--- src/rtl/core/vnu_pkg.sv ---
// vnu_pkg: widths, constants and the inter-stage word type of the vector
// normalize unit. Used by every file in rtl/core; depends on nothing.
package vnu_pkg;

    localparam int COMP_BITS = 16;                 // component width, 8..32
    localparam int UNIT_BITS = 16;                 // Q1.14 output width
    localparam int WBITS     = 16;                 // bits of floor(2*u), up to 2^15
    localparam int FRAC_SH   = 30;                 // a^2 is scaled by 2^30
    localparam int SUM_W     = 2 * COMP_BITS;      // x^2+y^2+z^2
    localparam int RS_W      = SUM_W + 1;          // square root trial / residual
    localparam int RES_W     = 2 * COMP_BITS + 34; // unit residual and trial
    localparam int Q_W       = SUM_W + WBITS;      // w * S
    localparam int NSTEP     = (COMP_BITS > WBITS) ? COMP_BITS : WBITS;
    localparam logic [UNIT_BITS-1:0] UNIT_ONE = UNIT_BITS'(16384);

    typedef struct packed {
        logic [SUM_W-1:0]             s;
        logic [COMP_BITS-1:0]         root;
        logic [RS_W-1:0]              rs;
        logic [2:0][RES_W-1:0]        r;
        logic [2:0][Q_W-1:0]          q;
        logic [2:0][WBITS-1:0]        w;
        logic [2:0]                   neg;
        logic                         zero;
    } iter_t;

endpackage

--- src/rtl/core/vnu_front.sv ---
// vnu_front: magnitude, squaring and sum stages (three registers).
// Depends on vnu_pkg.
module vnu_front (
    input  logic                           aclk,
    input  logic                           aresetn,
    input  logic                           in_valid,
    output logic                           in_ready,
    input  logic signed [vnu_pkg::COMP_BITS-1:0] x,
    input  logic signed [vnu_pkg::COMP_BITS-1:0] y,
    input  logic signed [vnu_pkg::COMP_BITS-1:0] z,
    output logic                           out_valid,
    input  logic                           out_ready,
    output vnu_pkg::iter_t                 out_data
);
    localparam int CB = vnu_pkg::COMP_BITS;

    logic [2:0] v_reg;
    logic [2:0] en;
    logic [2:0][CB-1:0]   mag_reg, mag_next;
    logic [2:0]           neg_a_reg, neg_a_next, neg_b_reg;
    logic [2:0][2*CB-1:0] sq_reg;
    vnu_pkg::iter_t       data_reg, data_next;
    logic [2:0][CB-1:0]   comp;

    assign en[2] = !v_reg[2] || out_ready;
    assign en[1] = !v_reg[1] || en[2];
    assign en[0] = !v_reg[0] || en[1];
    assign in_ready  = en[0];
    assign out_valid = v_reg[2];
    assign out_data  = data_reg;

    assign comp[0] = x;
    assign comp[1] = y;
    assign comp[2] = z;

    always_comb begin
        for (int i = 0; i < 3; i++) begin
            neg_a_next[i] = comp[i][CB-1];
            mag_next[i]   = comp[i][CB-1] ? (~comp[i] + CB'(1)) : comp[i];
        end
    end

    always_comb begin
        logic [vnu_pkg::SUM_W-1:0] s;
        s = vnu_pkg::SUM_W'(sq_reg[0]) + vnu_pkg::SUM_W'(sq_reg[1])
          + vnu_pkg::SUM_W'(sq_reg[2]);
        data_next      = '0;
        data_next.s    = s;
        data_next.rs   = vnu_pkg::RS_W'(s);
        data_next.neg  = neg_b_reg;
        data_next.zero = (s == '0);
        for (int i = 0; i < 3; i++) begin
            data_next.r[i] = vnu_pkg::RES_W'(sq_reg[i]) << vnu_pkg::FRAC_SH;
        end
    end

    always_ff @(posedge aclk) begin
        if (!aresetn) begin
            v_reg <= '0;
        end else begin
            if (en[0]) v_reg[0] <= in_valid;
            if (en[1]) v_reg[1] <= v_reg[0];
            if (en[2]) v_reg[2] <= v_reg[1];
        end
    end

    always_ff @(posedge aclk) begin
        if (en[0]) begin
            mag_reg   <= mag_next;
            neg_a_reg <= neg_a_next;
        end
        if (en[1]) begin
            for (int i = 0; i < 3; i++) begin
                sq_reg[i] <= mag_reg[i] * mag_reg[i];
            end
            neg_b_reg <= neg_a_reg;
        end
        if (en[2]) data_reg <= data_next;
    end
endmodule

--- config.mk ---
export PLATFORM = sky130hd
export DESIGN_NAME = vnu_front
export DESIGN_NICKNAME = d
export VERILOG_FILES = /design/src/rtl/core/vnu_pkg.sv /design/src/rtl/core/vnu_front.sv
export SDC_FILE = /design/constraint.sdc
export NUM_CORES = 2
export LEC_CHECK = 0
export ABC_AREA = 1
export BUFFER_PORTS_ARGS = -buffer_cell sky130_fd_sc_hd__buf_4
export CORE_MARGIN = 8
export CORE_UTILIZATION = 60
export DETAILED_ROUTE_END_ITERATION = 16
export PLACE_DENSITY = 0.88
export SLEW_MARGIN = 30
export SYNTH_ARGS = -nofsm -noshare
export SYNTH_HDL_FRONTEND = slang
export SYNTH_SLANG_ARGS = --single-unit
--- constraint.sdc ---
create_clock -name aclk -period 7.96 [get_ports aclk]
set_clock_uncertainty 0.05 [all_clocks]
set_input_delay 0.796 -clock aclk [delete_from_list [all_inputs] [get_ports aclk]]
set_output_delay 0.796 -clock aclk [all_outputs]
set_load 0.03 [all_outputs]
[After elaboration in Yosys (flattened, before gate mapping)]
Index checks and enable logic that the tools add are counted.
Word-level totals
  register bits after elaboration: 285
  memories kept: 0
  input port bits: 52
  memory bits (read-only): 0
  output and inout port bits: 477
  memory bits (writable): 0
  latch bits: 0
Operators by class
  multipliers: 3
  order comparisons: 0
  reduce and logical (&&, ||, !) cells: 7
  add/subtract/negate cells: 5
  equal/unequal tests: 0
  bitwise gates (word level): 3
  divide/modulo/power cells: 0
  mux-type cells: 3
  shift operators: 0
Operators with widths (count)
  multiplier 16 x 16 -> 32 bit: 3
  adder 32 bit: 2
  adder 16 x 1 -> 16 bit, second input constant: 3
  inverter 16 bit: 3
  two-way mux 15 bit: 3
  logical NOT 32 bit: 1
  logical NOT 1 bit: 3
  logical OR 1 bit: 3

[Longest topological paths before layout]
  depth in word-level cells: 4
  gate-level depth with buffers: 26
  depth with buffers taken out: 25

[Worst setup path after synthesis]
No wires, ideal clock.
  path type: input-to-reg
  start: in out_ready
  end: reg sq_reg, in the netlist data_next[226] (enable)
  buffers on the path: 0
  path slack: 1604 ps
  arrival time: 5857 ps
  stages: 4
  cells stage by stage: inv_1 nand2_1 nor2_1 inv_1
On the way
  word-level cells in the longest chain between the ends: 2
Ends and longest elaborated chain
  start, declared: RTL line vnu_front.sv:12  | input logic out_ready,
  logical OR 1 bit: RTL line vnu_front.sv:25  | assign en[2] = !v_reg[2] || out_ready;
  via en[2]: RTL line vnu_front.sv:18  | logic [2:0] en;
  logical OR 1 bit: RTL line vnu_front.sv:26  | assign en[1] = !v_reg[1] || en[2];
  via en[1]: RTL line vnu_front.sv:18
  end signal, assigned by index: RTL line vnu_front.sv:74  | sq_reg[i] <= mag_reg[i] * mag_reg[i];
  end, declared: RTL line vnu_front.sv:21  | logic [2:0][2*CB-1:0] sq_reg;
The timed path passes the listed nets, and every way through them passes these cells.
A chain may end at the register's enable or synchronous reset.

[Worst setup path in the final report]
  start: reg mag_reg[17] (netlist name)
  end: reg sq_reg, in the netlist data_next[313], data pin
On the way
  word-level cells in the longest chain between the ends: 1
Ends and longest elaborated chain
  start, declared: RTL line vnu_front.sv:19  | logic [2:0][CB-1:0] mag_reg, mag_next;
  start signal, assigned: RTL line vnu_front.sv:69  | mag_reg <= mag_next;
  multiplier 16 x 16 -> 32 bit: RTL line vnu_front.sv:74
Every way passes these cells.

==> flow_summary.ini <==
[status]
status = finished, final reports clean

[global_route]
grtUsageTotal = 0.2730
grt_max_degree = 66
gr-total-overflow = 0
grt_pass1_vias = 28610
antenna_found_initial = 2
grt_pass1_wl_um = 151800

[synth]
synth-edff-count = 276
yosysUniqueCellTypes = 48
ys_top_cells_by_count = inv_1 (1129), nand2_1 (831), fa_1 (519), buf_4 (346), ha_1 (332)
yosys.area.top_type_share = 0.2754
ys_seq_elements = 279
synth_ff_type = edfxtp_1
yosysMostFrequentCell = inv_1
synth_async_sr_flop_share = 0
synth_area_per_cell_sq_um = 8.798
synthCells = 4288
yosysTopAreaCell = fa_1
ys_warn_count = 0
syn_area_sq_um = 37730
synthTopCellsByArea = fa_1 (28%), edfxtp_1 (22%), inv_1 (11%), ha_1 (11%), nand2_1 (8.3%)
synth_seq_area_share = 0.2213

[worst_setup_path]
worst_ep_required_time_ns = 8.23
crit_start = mag_reg[17]
r2r-start = mag_reg[17]
cp.arrival_ns = 6.56
crit_path_end_kind = flip-flop
reg2reg_slack_ns = 1.67
r2r-end = data_next[313]
worst_setup_path_start_kind = flip-flop
path_max_fanout = 18
cp-endpoint = data_next[313]
ff2ff_path_depth = 19
critPathKind = reg -> reg

[drt]
num_vias = 26990
routedWlPerCell_um = 18.55
avgViaCountPerCell = 5.099
first_iter_violations = 1804
finalWirelength_um = 98160
dr_wl_met3_um = 8888
routed.top_layer = met5
drc = 0
wl_met1_um = 35810
ant_nets = 0
drt_pre_antenna_iters = 5
wl_met2_um = 48910

[final_layout]
n_antenna_cell = 0
multi_input_area_sq_um = 23380
largest_reg_flops = 129
seqCellArea_sq_um = 8348
areaGrowthSynthToFinish_pct = 5.754
drive_gt1_frac = 0.07400
nNetsFinal = 5325
n_fill_cell = 4918
fin_util = 0.6371

[sta]
finalCritPeriodShare = 0.7908
min_period_ns = 6.295
setup_viol_count_final = 0
timing.fmax_ghz = 0.1589
slew_violations = 0
slew_headroom = 0.4099
tightest_slew_ns = 0.8851
hold_viol = 0
rsz0062_at_grt = no
setup_tns_ns = 0

[floorplan]
start_util = 0.6025
dieArea_sq_um = 71160
die_y_um = 266.8
dieWidth_um = 266.8
ioPinCount = 529
core-area_sq_um = 62620
rows = 92

[cts]
cts-root-buf = clkbuf_16
cts_num_sinks = 279
path_clk_slew_ns = 0.06
cts_made_buffers = 36
cts_setup_buffers = 0
cts_tree = yes
insertion_delay_ns = 0.58
postCtsResizedCells = 0
cts_hold_buf = 0
cts.path.max_buffers = 3
htree_levels = 2

[placed_design]
hpwl_um = 83840
port_buffers = 214
place_congestion = 0.9706

[flow_run]
drv_cap = 0

[worst_hold_path]
holdCritPathClass = in -> reg
-- logic make-up after synthesis --
group	after synthesis	share of synthesized area
AOI/OAI and AO/OA	269	0.04112
xor gates and xnor gates	153	0.03552
adders and majority gates	851	0.3855
buffers and inverters	1570	0.1906
DFF	279	0.2213
other	1	0.00009940
and+or+nand+nor	1165	0.1259
-- layout by cell type (no fill, tap or decap), drive strengths merged, types with 17 or more instances in the layout --
cell type	count
a21oi	127
buf	219
clkbuf	41
conb	317
edfxtp	276
fa	519
ha	332
inv	1133
nand2	847
nand3	72
nand4	27
nor2	165
nor3	22
o21ai	77
o21bai	17
xnor2	40
xor2	113
-- worst max-delay path, stage by stage (launching register included) --
cell and delay, ns:
edfxtp_1 0.83, nand2_1 0.24, fa_1 0.58, inv_1 0.06, fa_1 0.56, inv_1 0.06, fa_1 0.49, fa_1 0.57
fa_1 0.43, fa_1 0.49, inv_1 0.04, ha_1 0.34, nand2_1 0.07, inv_1 0.16, nand3_1 0.15, o21ai_0 0.46
nand2_1 0.12, nand2_1 0.12, a21oi_1 0.08, xnor2_1 0.14
-- routing by layer --
layer | vias to the layer above | global-route usage
met3 | 253 | 0.05361
met2 | 1273 | 0.4849
met4 | 2 | 0.1122
li1 | 12440 | -
met5 | - | 0
met1 | 13020 | 0.3220
-- stage by stage --
stage / setup WS [ns] / hold WS, ns / std cells / cell area [sq um]
after floorplan: 1.604 / 0.3503 / 4604 / 38910
after global placement: 1.845 / 0.3537 / 5230 / 38680
after detailed placement: 1.769 / 0.3545 / 5230 / 38680
after CTS: 1.735 / 0.3388 / 5292 / 39900
after global routing: 1.457 / 0.3483 / 5292 / 39900
final: 1.665 / 0.3599 / 5292 / 39900
-- final cells by class --
cell class	instances	share of cell area
clock buffer	41	0.02305
clock inverter	21	0.007432
inverter	1131	0.1065
multi-input combinational	2755	0.5861
sequential	279	0.2092
tap	846	0.02653
timing repair buffer	219	0.04121
-- worst min-delay path by stage --
stage                      start      endpoint  slack [ns]  depth (start not counted)
floorplan           neg_a_reg[0]  neg_b_reg[0]        0.35                          0
global placement    neg_b_reg[2]   out_data[3]        0.35                          0
detailed placement  neg_b_reg[2]   out_data[3]        0.35                          0
CTS                         x[0]    mag_reg[0]        0.34                          1
global route                x[0]    mag_reg[0]        0.35                          1
finish                      x[0]    mag_reg[0]        0.36                          1
Power is not shown: default switching activity piles up to over one toggle a cycle in this logic, so the estimate is an artifact.
