File: src/rtl/core/vnu_pkg.sv
// vnu_pkg: widths, constants and the inter-stage word type of the vector
// normalize unit. Used by every file in rtl/core; depends on nothing.
package vnu_pkg;

    localparam int COMP_BITS = 16;                 // component width, 8..32
    localparam int UNIT_BITS = 16;                 // Q1.14 output width
    localparam int WBITS     = 16;                 // bits of floor(2*u), up to 2^15
    localparam int FRAC_SH   = 30;                 // a^2 is scaled by 2^30
    localparam int SUM_W     = 2 * COMP_BITS;      // x^2+y^2+z^2
    localparam int RS_W      = SUM_W + 1;          // square root trial / residual
    localparam int RES_W     = 2 * COMP_BITS + 34; // unit residual and trial
    localparam int Q_W       = SUM_W + WBITS;      // w * S
    localparam int NSTEP     = (COMP_BITS > WBITS) ? COMP_BITS : WBITS;
    localparam logic [UNIT_BITS-1:0] UNIT_ONE = UNIT_BITS'(16384);

    typedef struct packed {
        logic [SUM_W-1:0]             s;
        logic [COMP_BITS-1:0]         root;
        logic [RS_W-1:0]              rs;
        logic [2:0][RES_W-1:0]        r;
        logic [2:0][Q_W-1:0]          q;
        logic [2:0][WBITS-1:0]        w;
        logic [2:0]                   neg;
        logic                         zero;
    } iter_t;

endpackage

File: src/rtl/core/vnu_back.sv
// vnu_back: rounding, sign and zero handling into the output register.
// Depends on vnu_pkg.
module vnu_back (
    input  logic                                 aclk,
    input  logic                                 aresetn,
    input  logic                                 in_valid,
    output logic                                 in_ready,
    input  vnu_pkg::iter_t                       in_data,
    output logic                                 m_valid,
    input  logic                                 m_ready,
    output logic [vnu_pkg::COMP_BITS-1:0]        m_length,
    output logic signed [vnu_pkg::UNIT_BITS-1:0] m_unit_x,
    output logic signed [vnu_pkg::UNIT_BITS-1:0] m_unit_y,
    output logic signed [vnu_pkg::UNIT_BITS-1:0] m_unit_z,
    output logic                                 m_zero_vector
);
    localparam int UB = vnu_pkg::UNIT_BITS;

    logic                          v_reg;
    logic                          en;
    logic [vnu_pkg::COMP_BITS-1:0] len_reg;
    logic [2:0][UB-1:0]            unit_reg, unit_next;
    logic                          zero_reg;

    assign en       = !v_reg || m_ready;
    assign in_ready = en;

    always_comb begin
        logic [vnu_pkg::WBITS:0] w1;
        logic [UB-1:0]           mag;
        for (int c = 0; c < 3; c++) begin
            // w = floor(2u); rounded u is (w + 1) / 2
            w1  = {1'b0, in_data.w[c]} + 1'b1;
            mag = UB'(w1 >> 1);
            if (mag > vnu_pkg::UNIT_ONE) mag = vnu_pkg::UNIT_ONE;
            if (in_data.zero) begin
                unit_next[c] = '0;
            end else begin
                unit_next[c] = in_data.neg[c] ? (~mag + UB'(1)) : mag;
            end
        end
    end

    always_ff @(posedge aclk) begin
        if (!aresetn) begin
            v_reg <= 1'b0;
        end else if (en) begin
            v_reg <= in_valid;
        end
    end

    always_ff @(posedge aclk) begin
        if (en) begin
            len_reg  <= in_data.root;
            unit_reg <= unit_next;
            zero_reg <= in_data.zero;
        end
    end

    assign m_valid       = v_reg;
    assign m_length      = len_reg;
    assign m_unit_x      = unit_reg[0];
    assign m_unit_y      = unit_reg[1];
    assign m_unit_z      = unit_reg[2];
    assign m_zero_vector = zero_reg;
endmodule

File: config.mk
export PLATFORM = sky130hd
export DESIGN_NAME = vnu_back
export DESIGN_NICKNAME = d
export VERILOG_FILES = /design/src/rtl/core/vnu_pkg.sv /design/src/rtl/core/vnu_back.sv
export SDC_FILE = /design/constraint.sdc
export NUM_CORES = 1
export LEC_CHECK = 0
export BUFFER_PORTS_ARGS = -buffer_cell sky130_fd_sc_hd__buf_2
export CORE_AREA = 4 4 210 212
export DETAILED_ROUTE_END_ITERATION = 10
export DIE_AREA = 0 0 214 216
export PLACE_DENSITY = 0.4
export SETUP_SLACK_MARGIN = 0.1
export SLEW_MARGIN = 20
export SYNTH_ARGS = -nofsm -noshare
export SYNTH_HDL_FRONTEND = slang
export SYNTH_SLANG_ARGS = --single-unit
File: constraint.sdc
create_clock -name aclk -period 7.2 [get_ports aclk]
set_input_delay 1.08 -clock aclk [delete_from_list [all_inputs] [get_ports aclk]]
set_output_delay 1.08 -clock aclk [all_outputs]
set_load 0.005 [all_outputs]
After elaboration in Yosys (flattened, before gate mapping). Index checks and enable logic that the tools add are counted.

Register bits after elaboration: 66. Bits of input ports: 479.

Add/subtract/negate cells: 6. Magnitude comparators: 3. Muxes and demuxes: 6. Bitwise logic cells: 3. Reduce and logical (&&, ||, !) cells: 2.

Operator list (number): $mux 16 (6); $add 16x1->17 const B (3); $add 16x1->16 const B (3); $gt 16x15->1 const B (3); $not 16->16 (3); $logic_not 1->1 (1); $logic_or 1x1->1 (1).

Longest topological paths before layout. Gate-level depths: netlist of run 1.

Depth after elaboration: 6. Gate-level depth with buffers: 16.

Least setup slack after synthesis of run 1. Ideal clock, no wire load.

Path kind: input to register. Start point: input port in_data[20] (netlist name). End point: register unit_reg, in the netlist m_unit_y[12], data pin. Data arrival time: 3.932 ns. Data required time: 6.929 ns. Slack: 2.996 ns. Stages: 15. Cell sequence: ha_1 -> buf_4 -> nand4_1 -> nor4_1 -> xor2_1 -> a21oi_1 -> a32oi_1 -> nor2_2 -> nand2_1 -> ha_1 -> and2_1 -> a221o_1 -> and4_1 -> o21ai_0 -> a21oi_1.

Cells in the longest elaborated chain, start to end: 6.

RTL lines: from (decl) (line vnu_back.sv:8) `input vnu_pkg::iter_t in_data,`; $add 16x1->17 * (line vnu_back.sv:33) `w1 = {1'b0, in_data.w[c]} + 1'b1;`; $gt 16x15->1 (line vnu_back.sv:35) `if (mag > vnu_pkg::UNIT_ONE) mag = vnu_pkg::UNIT_ONE;`; $mux 16 * (line vnu_back.sv:35); $not 16->16 (line vnu_back.sv:39) `unit_next[c] = in_data.neg[c] ? (~mag + UB'(1)) : mag;`; $add 16x1->16 (line vnu_back.sv:39); $mux 16 * (line vnu_back.sv:39); to (signal assigned) (line vnu_back.sv:55) `unit_reg <= unit_next;`; to (decl) (line vnu_back.sv:22) `logic [2:0][UB-1:0] unit_reg, unit_next;`.

Mark *: on every way between the ends. The rest lies on a longest branch, timed or not. A chain may end at the register's enable or synchronous reset.

Worst setup path in the final report of run 1.
Start point: input port in_data[21] (netlist name). End point: register unit_reg, in the netlist m_unit_y[12], data pin.

The elaborated chain is that of the path after synthesis.

==> results of run 1 <==
[flip-flops by register name, indices dropped and copies added, names as in the netlist]
| name | cells |
|---|---|
| m_length | 16 |
| m_unit_x | 16 |
| m_unit_y | 16 |
| m_unit_z | 16 |
| m_valid | 1 |
| m_zero_vector | 1 |
[per-layer routing]
layer  up-vias  track usage, %  wire length [um]
li1       2440               -                 -
met1      2353            10.5              8880
met2       119            15.9             10600
met3        22            3.02              1290
met4         6            1.88               289
met5         -               0                37
[critical path, cell delays in order]
cell     delay, ns
buf_2         0.15
ha_1          0.38
nand4_1       0.33
nor4_1        0.65
xor2_1        0.16
a21oi_1       0.23
a32oi_1       0.18
nor2_2        0.39
nand2_1       0.13
ha_1          0.28
and2_1        0.16
a221o_1       0.39
and4_1        0.21
o21ai_0       0.15
a21oi_1       0.10
[area by class of cell]
cell class,count,area share [%]
flip-flops and latches,66,29.0
multi-input cells,474,46.0
clock inverters,7,0.753
well taps,539,9.90
inverters,14,0.772
diodes,1,0.0367
clock buffers,9,3.31
repair buffers,139,10.3
[cells in the mapped netlist (4+ instances only)]
cell	n	share of area [%]
edfxtp_1	65	37
nor2_1	55	3.9
nand2_1	50	3.5
xnor2_1	42	6.9
a21oi_1	37	3.5
o21ai_0	26	2.4
nand3_1	24	2.3
nor3_1	24	2.3
xor2_1	19	3.1
clkbuf_1	16	1.1
nand4_1	16	1.9
and3_1	12	1.4
buf_2	12	1.1
inv_1	12	0.85
or3_1	12	1.4
nand2b_1	10	1.2
a31oi_1	9	1.1
mux2i_1	9	1.7
and2_1	8	0.94
nor4_1	8	0.94
o21a_1	7	0.99
ha_1	6	1.4
and4_1	5	0.82
buf_4	5	0.70
mux2_2	5	1.1
o31ai_1	5	0.70
a21boi_0	4	0.56
a41oi_1	4	0.66
[per-stage QoR]
step / setup slack [ns] / util (%) / total power [W] / instance area (um2)
floorplan: 3.00 / - / 0.000629 / 5330
global placement: 1.96 / 15.6 / 0.000751 / 6530
detailed placement: 1.94 / 15.6 / 0.000749 / 6530
CTS: 2.30 / 16.2 / 0.00120 / 6810
global route: 1.90 / 16.2 / 0.00124 / 6810
finish: 2.29 / 16.2 / 0.00116 / 6810
[cell families (layout without fill, tap and decap cells)]
| family | Yosys count | after routing | synth area share (%) |
|---|---|---|---|
| adder cells (fa/ha/maj) | 6 | 6 | 1.41 |
| XOR/XNOR | 61 | 61 | 10.0 |
| other | 0 | 1 | 0 |
| multiplexers | 15 | 15 | 3.03 |
| AO/OA/AOI/OAI | 141 | 141 | 19.0 |
| AND/OR/NAND/NOR | 251 | 251 | 25.2 |
| flip-flops | 66 | 66 | 37.0 |
| buffers and inverters | 50 | 169 | 4.34 |
[power by group through the flow]
stage | clock network (W) | logic, W | registers [W]
2_1_floorplan | 0 | 0.000145 | 0.000484
5_1_grt | 0.000466 | 0.000294 | 0.000476
3_3_place_gp | 0 | 0.000270 | 0.000481
6_report | 0.000428 | 0.000263 | 0.000472
3_5_place_dp | 0 | 0.000269 | 0.000480
4_1_cts | 0.000453 | 0.000270 | 0.000473
[how the worst max path moves through the flow]
stage,endpoint,slack [ns],cells past startpoint
after global routing,m_unit_y[12],1.90,15
after detailed placement,m_unit_y[12],1.94,15
after global placement,m_unit_y[12],1.96,15
after floorplan,m_unit_y[12],3.00,15
final,m_unit_y[12],2.29,15
after CTS,m_unit_y[12],2.30,15
==> summary.md, run 1 <==
| Metric | Value |
|---|---|
| Sequential share of power | 40.6% |
| Final Critical Period | 4.91 ns |
| Syn nets | 1075 |
| Switching pwr | 0.000365 W |
| Clk Latency, worst-skew pair | 0.35 ns |
| Clock-pin slew on the worst setup and hold paths | 0.06 ns |
| Yosys reg bits | 66 |
| Hold Crit Depth | 1 |
| Required @ worst endpoint | 7.26 ns |
| Overall global routing resource usage | 8.94% |
| Initial antenna violation count | 6 |
| Share of cells above drive strength 1 | 26.7% |
| Clk_skew | 0.00969 ns |
| Synth cell types | 79 |
| Worst-margin pin slew | 0.984 ns |
| Final nets | 1189 |
| Post-synth EDFFs | 65 |
| Max VDD drop | 83.6 uV |
| Commonest non-fill, non-tap cell in the layout | buf_2 |
| Most frequent cells in the layout | 138 x buf_2, 65 x edfxtp_1, 55 x nor2_1 |
| Prevailing post-synth register cell | edfxtp_1 |
| Pwr Density | 171 nW/um2 |
| Sequential share of the synthesized area | 37.0% |
| Starting Density | 12.7% |
| Critical Path AT | 4.97 ns |
| Num CTS Buffers | 9 |
| Final Hold Viols | 0 |
| Placed Cells | 1232 |
| Via density | 3.96 |
| Post-synth ARST share | 0% |
| First-pass GRT wire length | 31.2 mm |
| Clk buf depth | 2 |
| H-tree depth | 3 |
| Synthesized cell area | 5330 um2 |
| Pre-antenna DRT Iters | 4 |
| Final setup TNS | 0 ns |
| Rows | 75 |
| Top Ports | 546 |
| Status | completed |
| Post-route ant nets | 0 |
| Relative slew margins | 34.4% |
| Hold Buf Count CTS | 0 |
| DRC viols | 0 |
| Critical Path Start | in_data[21] |
| Synthesized instance count | 590 |
| DRT iter0 DRCs | 287 |
| Chip width | 214 um |
| Multi-input gate area | 3130 um2 |
| Startpoint types | input pin |
| Max frequency | 204 MHz |
| Max-Cap Viols | 0 |
| Sw Ratio | 31.4% |
| Core ar. | 41900 um2 |
| Cts repair resizes | 0 |
| Yosys synthesis warning count | 0 |
| DP Wirelength | 16.7 mm |
| Largest net degree at the start of global routing | 68 |
| WL final | 21.0 mm |
| Vias in the first global route | 4800 |
| Post-Layout Cell Count | 1249 |
| Crit path kind | input pin to flop |
| Pint | 0.000798 W |
| Register Area | 1970 um2 |
| Num Clock Sinks | 66 |
| Final setup viols | 0 |
| Wire per inst | 16.9 um |
| CTS tree | yes |
| FF-to-FF End | m_unit_z[12] |
| Post CTS Setup Buffer Count | 0 |
| GPL Wtd Cong | 0.808 |
| Syn-to-layout area delta | 27.8% |
| Tcrit/Tclk final | 68.2% |
| RSZ-0062 raised after global routing | no |
| Worst hold start | in_data[438] |
| Die area | 46200 um2 |
| Number of port buffers | 138 |
| Syn Area/Cell | 9.03 um2 |
| # fillers | 4746 |
| P_leak | 2.54 nW |
| Vias | 4940 |
| R2R cell count | 2 |
| R2R Path Start | m_valid |
| Clock Root Buffer | clkbuf_16 |
| Worst-path maximum fanout | 10 |
| Die Ht | 216 um |
| Part of the total power dissipated in the clock network | 36.8% |
| Worst Hold Class | input pin to flop |
| Total grt overflow | 0 |
| Hold slack | 0.909 ns |
| Max Slew Vio Count | 0 |
| Gate power share | 22.6% |
| CP endpoint kind | flop |
| Hold worst-path end | m_length[11] |
| R2R setup slack | 5.60 ns |
Power figures use the tool's default switching activity.
==> run 2, diff against run 1 <==
Settings changed: CORE_AREA 4 4 210 212 to 4 4 213 215, DIE_AREA 0 0 214 216 to 0 0 217 219, PLACE_DENSITY 0.4 to 0.39.
Clock period 7.2 ns to 4.95 ns, I/O delays scaled along.
==> summary.md, run 2 (synthesis results as in run 1) <==
| Metric | Value |
|---|---|
| Tcrit/Tclk final | 82.9% |
| Largest net degree at the start of global routing | 42 |
| Final nets | 1198 |
| H-tree depth | 3 |
| Critical path cell sequence | buf_2 -> ha_1 -> and3_4 -> a41oi_1 -> nor3_1 -> nand3_1 -> o41ai_4 -> nand2_1 -> ha_1 -> nor2_1 -> nor2_1 -> mux2_2 -> nand2_1 -> a21oi_1 |
| Num CTS Buffers | 9 |
| Overall global routing resource usage | 8.95% |
| Final Hold Viols | 0 |
| Relative slew margins | 53.2% |
| Max frequency | 244 MHz |
| CP endpoint kind | flop |
| Clk_skew | 0.0134 ns |
| Max-Cap Viols | 0 |
| Commonest non-fill, non-tap cell in the layout | buf_2 |
| Number of port buffers | 138 |
| Pre-antenna DRT Iters | 5 |
| WL final | 21.5 mm |
| Crit-path slowest cell | o41ai_4 |
| Die area | 47500 um2 |
| Startpoint types | input pin |
| Num Clock Sinks | 66 |
| Total grt overflow | 0 |
| Clock Root Buffer | clkbuf_16 |
| Clock-pin slew on the worst setup and hold paths | 0.05 ns |
| Post-route ant nets | 0 |
| Final Critical Period | 4.11 ns |
| Via density | 3.85 |
| Initial antenna violation count | 4 |
| Die Ht | 219 um |
| Vias in the first global route | 4930 |
| DP Wirelength | 17.1 mm |
| P_leak | 2.59 nW |
| First-pass GRT wire length | 31.8 mm |
| Final setup TNS | 0 ns |
| Clk buf depth | 2 |
| Worst-margin pin slew | 0.702 ns |
| Post CTS Setup Buffer Count | 0 |
| Worst-path maximum fanout | 10 |
| Syn-to-layout area delta | 30.4% |
| DRT iter0 DRCs | 377 |
| Util after Layout | 15.9% |
| Max VDD drop | 116 uV |
| Core ar. | 43700 um2 |
| Pwr Density | 249 nW/um2 |
| RSZ-0062 raised after global routing | no |
| DRC viols | 0 |
| Final setup viols | 0 |
| Wire per inst | 16.4 um |
| Chip width | 217 um |
| Most frequent cells in the layout | 138 x buf_2, 65 x edfxtp_1, 55 x nor2_1 |
| Critical Path AT | 4.16 ns |
| Top Family by Delay on Critical Path | simple AND/OR/NAND/NOR gates |
| Status | completed |
| Required @ worst endpoint | 5.00 ns |
| GPL Wtd Cong | 0.792 |
| Worst Hold Class | input pin to flop |
| Share of cells above drive strength 1 | 27.0% |
| Rows | 77 |
| CP bufs+invs | 1 |
| Vias | 5051 |
| Starting Density | 12.2% |
| Hold Buf Count CTS | 0 |
| Crit path kind | input pin to flop |
| Clk Latency, worst-skew pair | 0.35 ns |
| Top Ports | 546 |
| Biggest cell delay along the critical path | 0.70 ns |
| Max Slew Vio Count | 0 |
| Cts repair resizes | 0 |
| CTS tree | yes |
## run 2: stage by stage
stage / setup slack [ns] / total power (W) / cell area [um2] / cells / hold slack (ns)
after detailed placement: 0.508 / 0.00110 / 6670 / 1294 / 0.900
after global routing: 0.515 / 0.00183 / 6950 / 1310 / 0.564
final: 0.845 / 0.00173 / 6950 / 1311 / 0.584
after CTS: 0.867 / 0.00177 / 6950 / 1310 / 0.561
after global placement: 0.527 / 0.00110 / 6670 / 1294 / 0.917
after floorplan: 1.08 / 0.000915 / 5330 / 590 / 0.841
## run 2: power breakdown
| group | switching (W) | leakage (nW) | internal (W) |
|---|---|---|---|
| combinational | 0.000237 | 1.72 | 0.000150 |
| sequential | 0.0000198 | 0.726 | 0.000672 |
| clock | 0.000259 | 0.138 | 0.000392 |
## run 2: layer usage
layer | vias to the layer above | global-route usage [%] | wire length [um]
met1 | 2433 | 10.6 | 8930
met5 | - | 0 | 34
met2 | 120 | 15.3 | 10600
met4 | 6 | 2.57 | 499
li1 | 2468 | - | -
met3 | 24 | 3.20 | 1480
## run 2: final cells by class
type,count,area (um2)
well taps,592,741
fillers,5027,36800
clock buffers,13,240
repair buffers,148,766
diodes,1,2.50
clock inverters,3,43.8
multi-input cells,474,3130
flip-flops and latches,66,1970
inverters,14,52.6
## run 2: worst paths after layout
check                     from      endpoint  slack [ns]  depth (start not counted)
setup / recovery    in_data[5]   m_unit_x[6]        0.84                         14
setup reg to reg       m_valid  m_unit_x[13]        3.27                          2
hold reg to reg        m_valid   m_unit_y[5]        0.88                          1
hold / removal    in_data[439]  m_length[12]        0.58                          1
## run 2: worst register-to-register path: cells and delay by family (launching register included)
family / cells / cell delay [ns]
DFF: 1 / 0.34
buffers and inverters: 1 / 0.58
and+or+nand+nor: 1 / 0.34
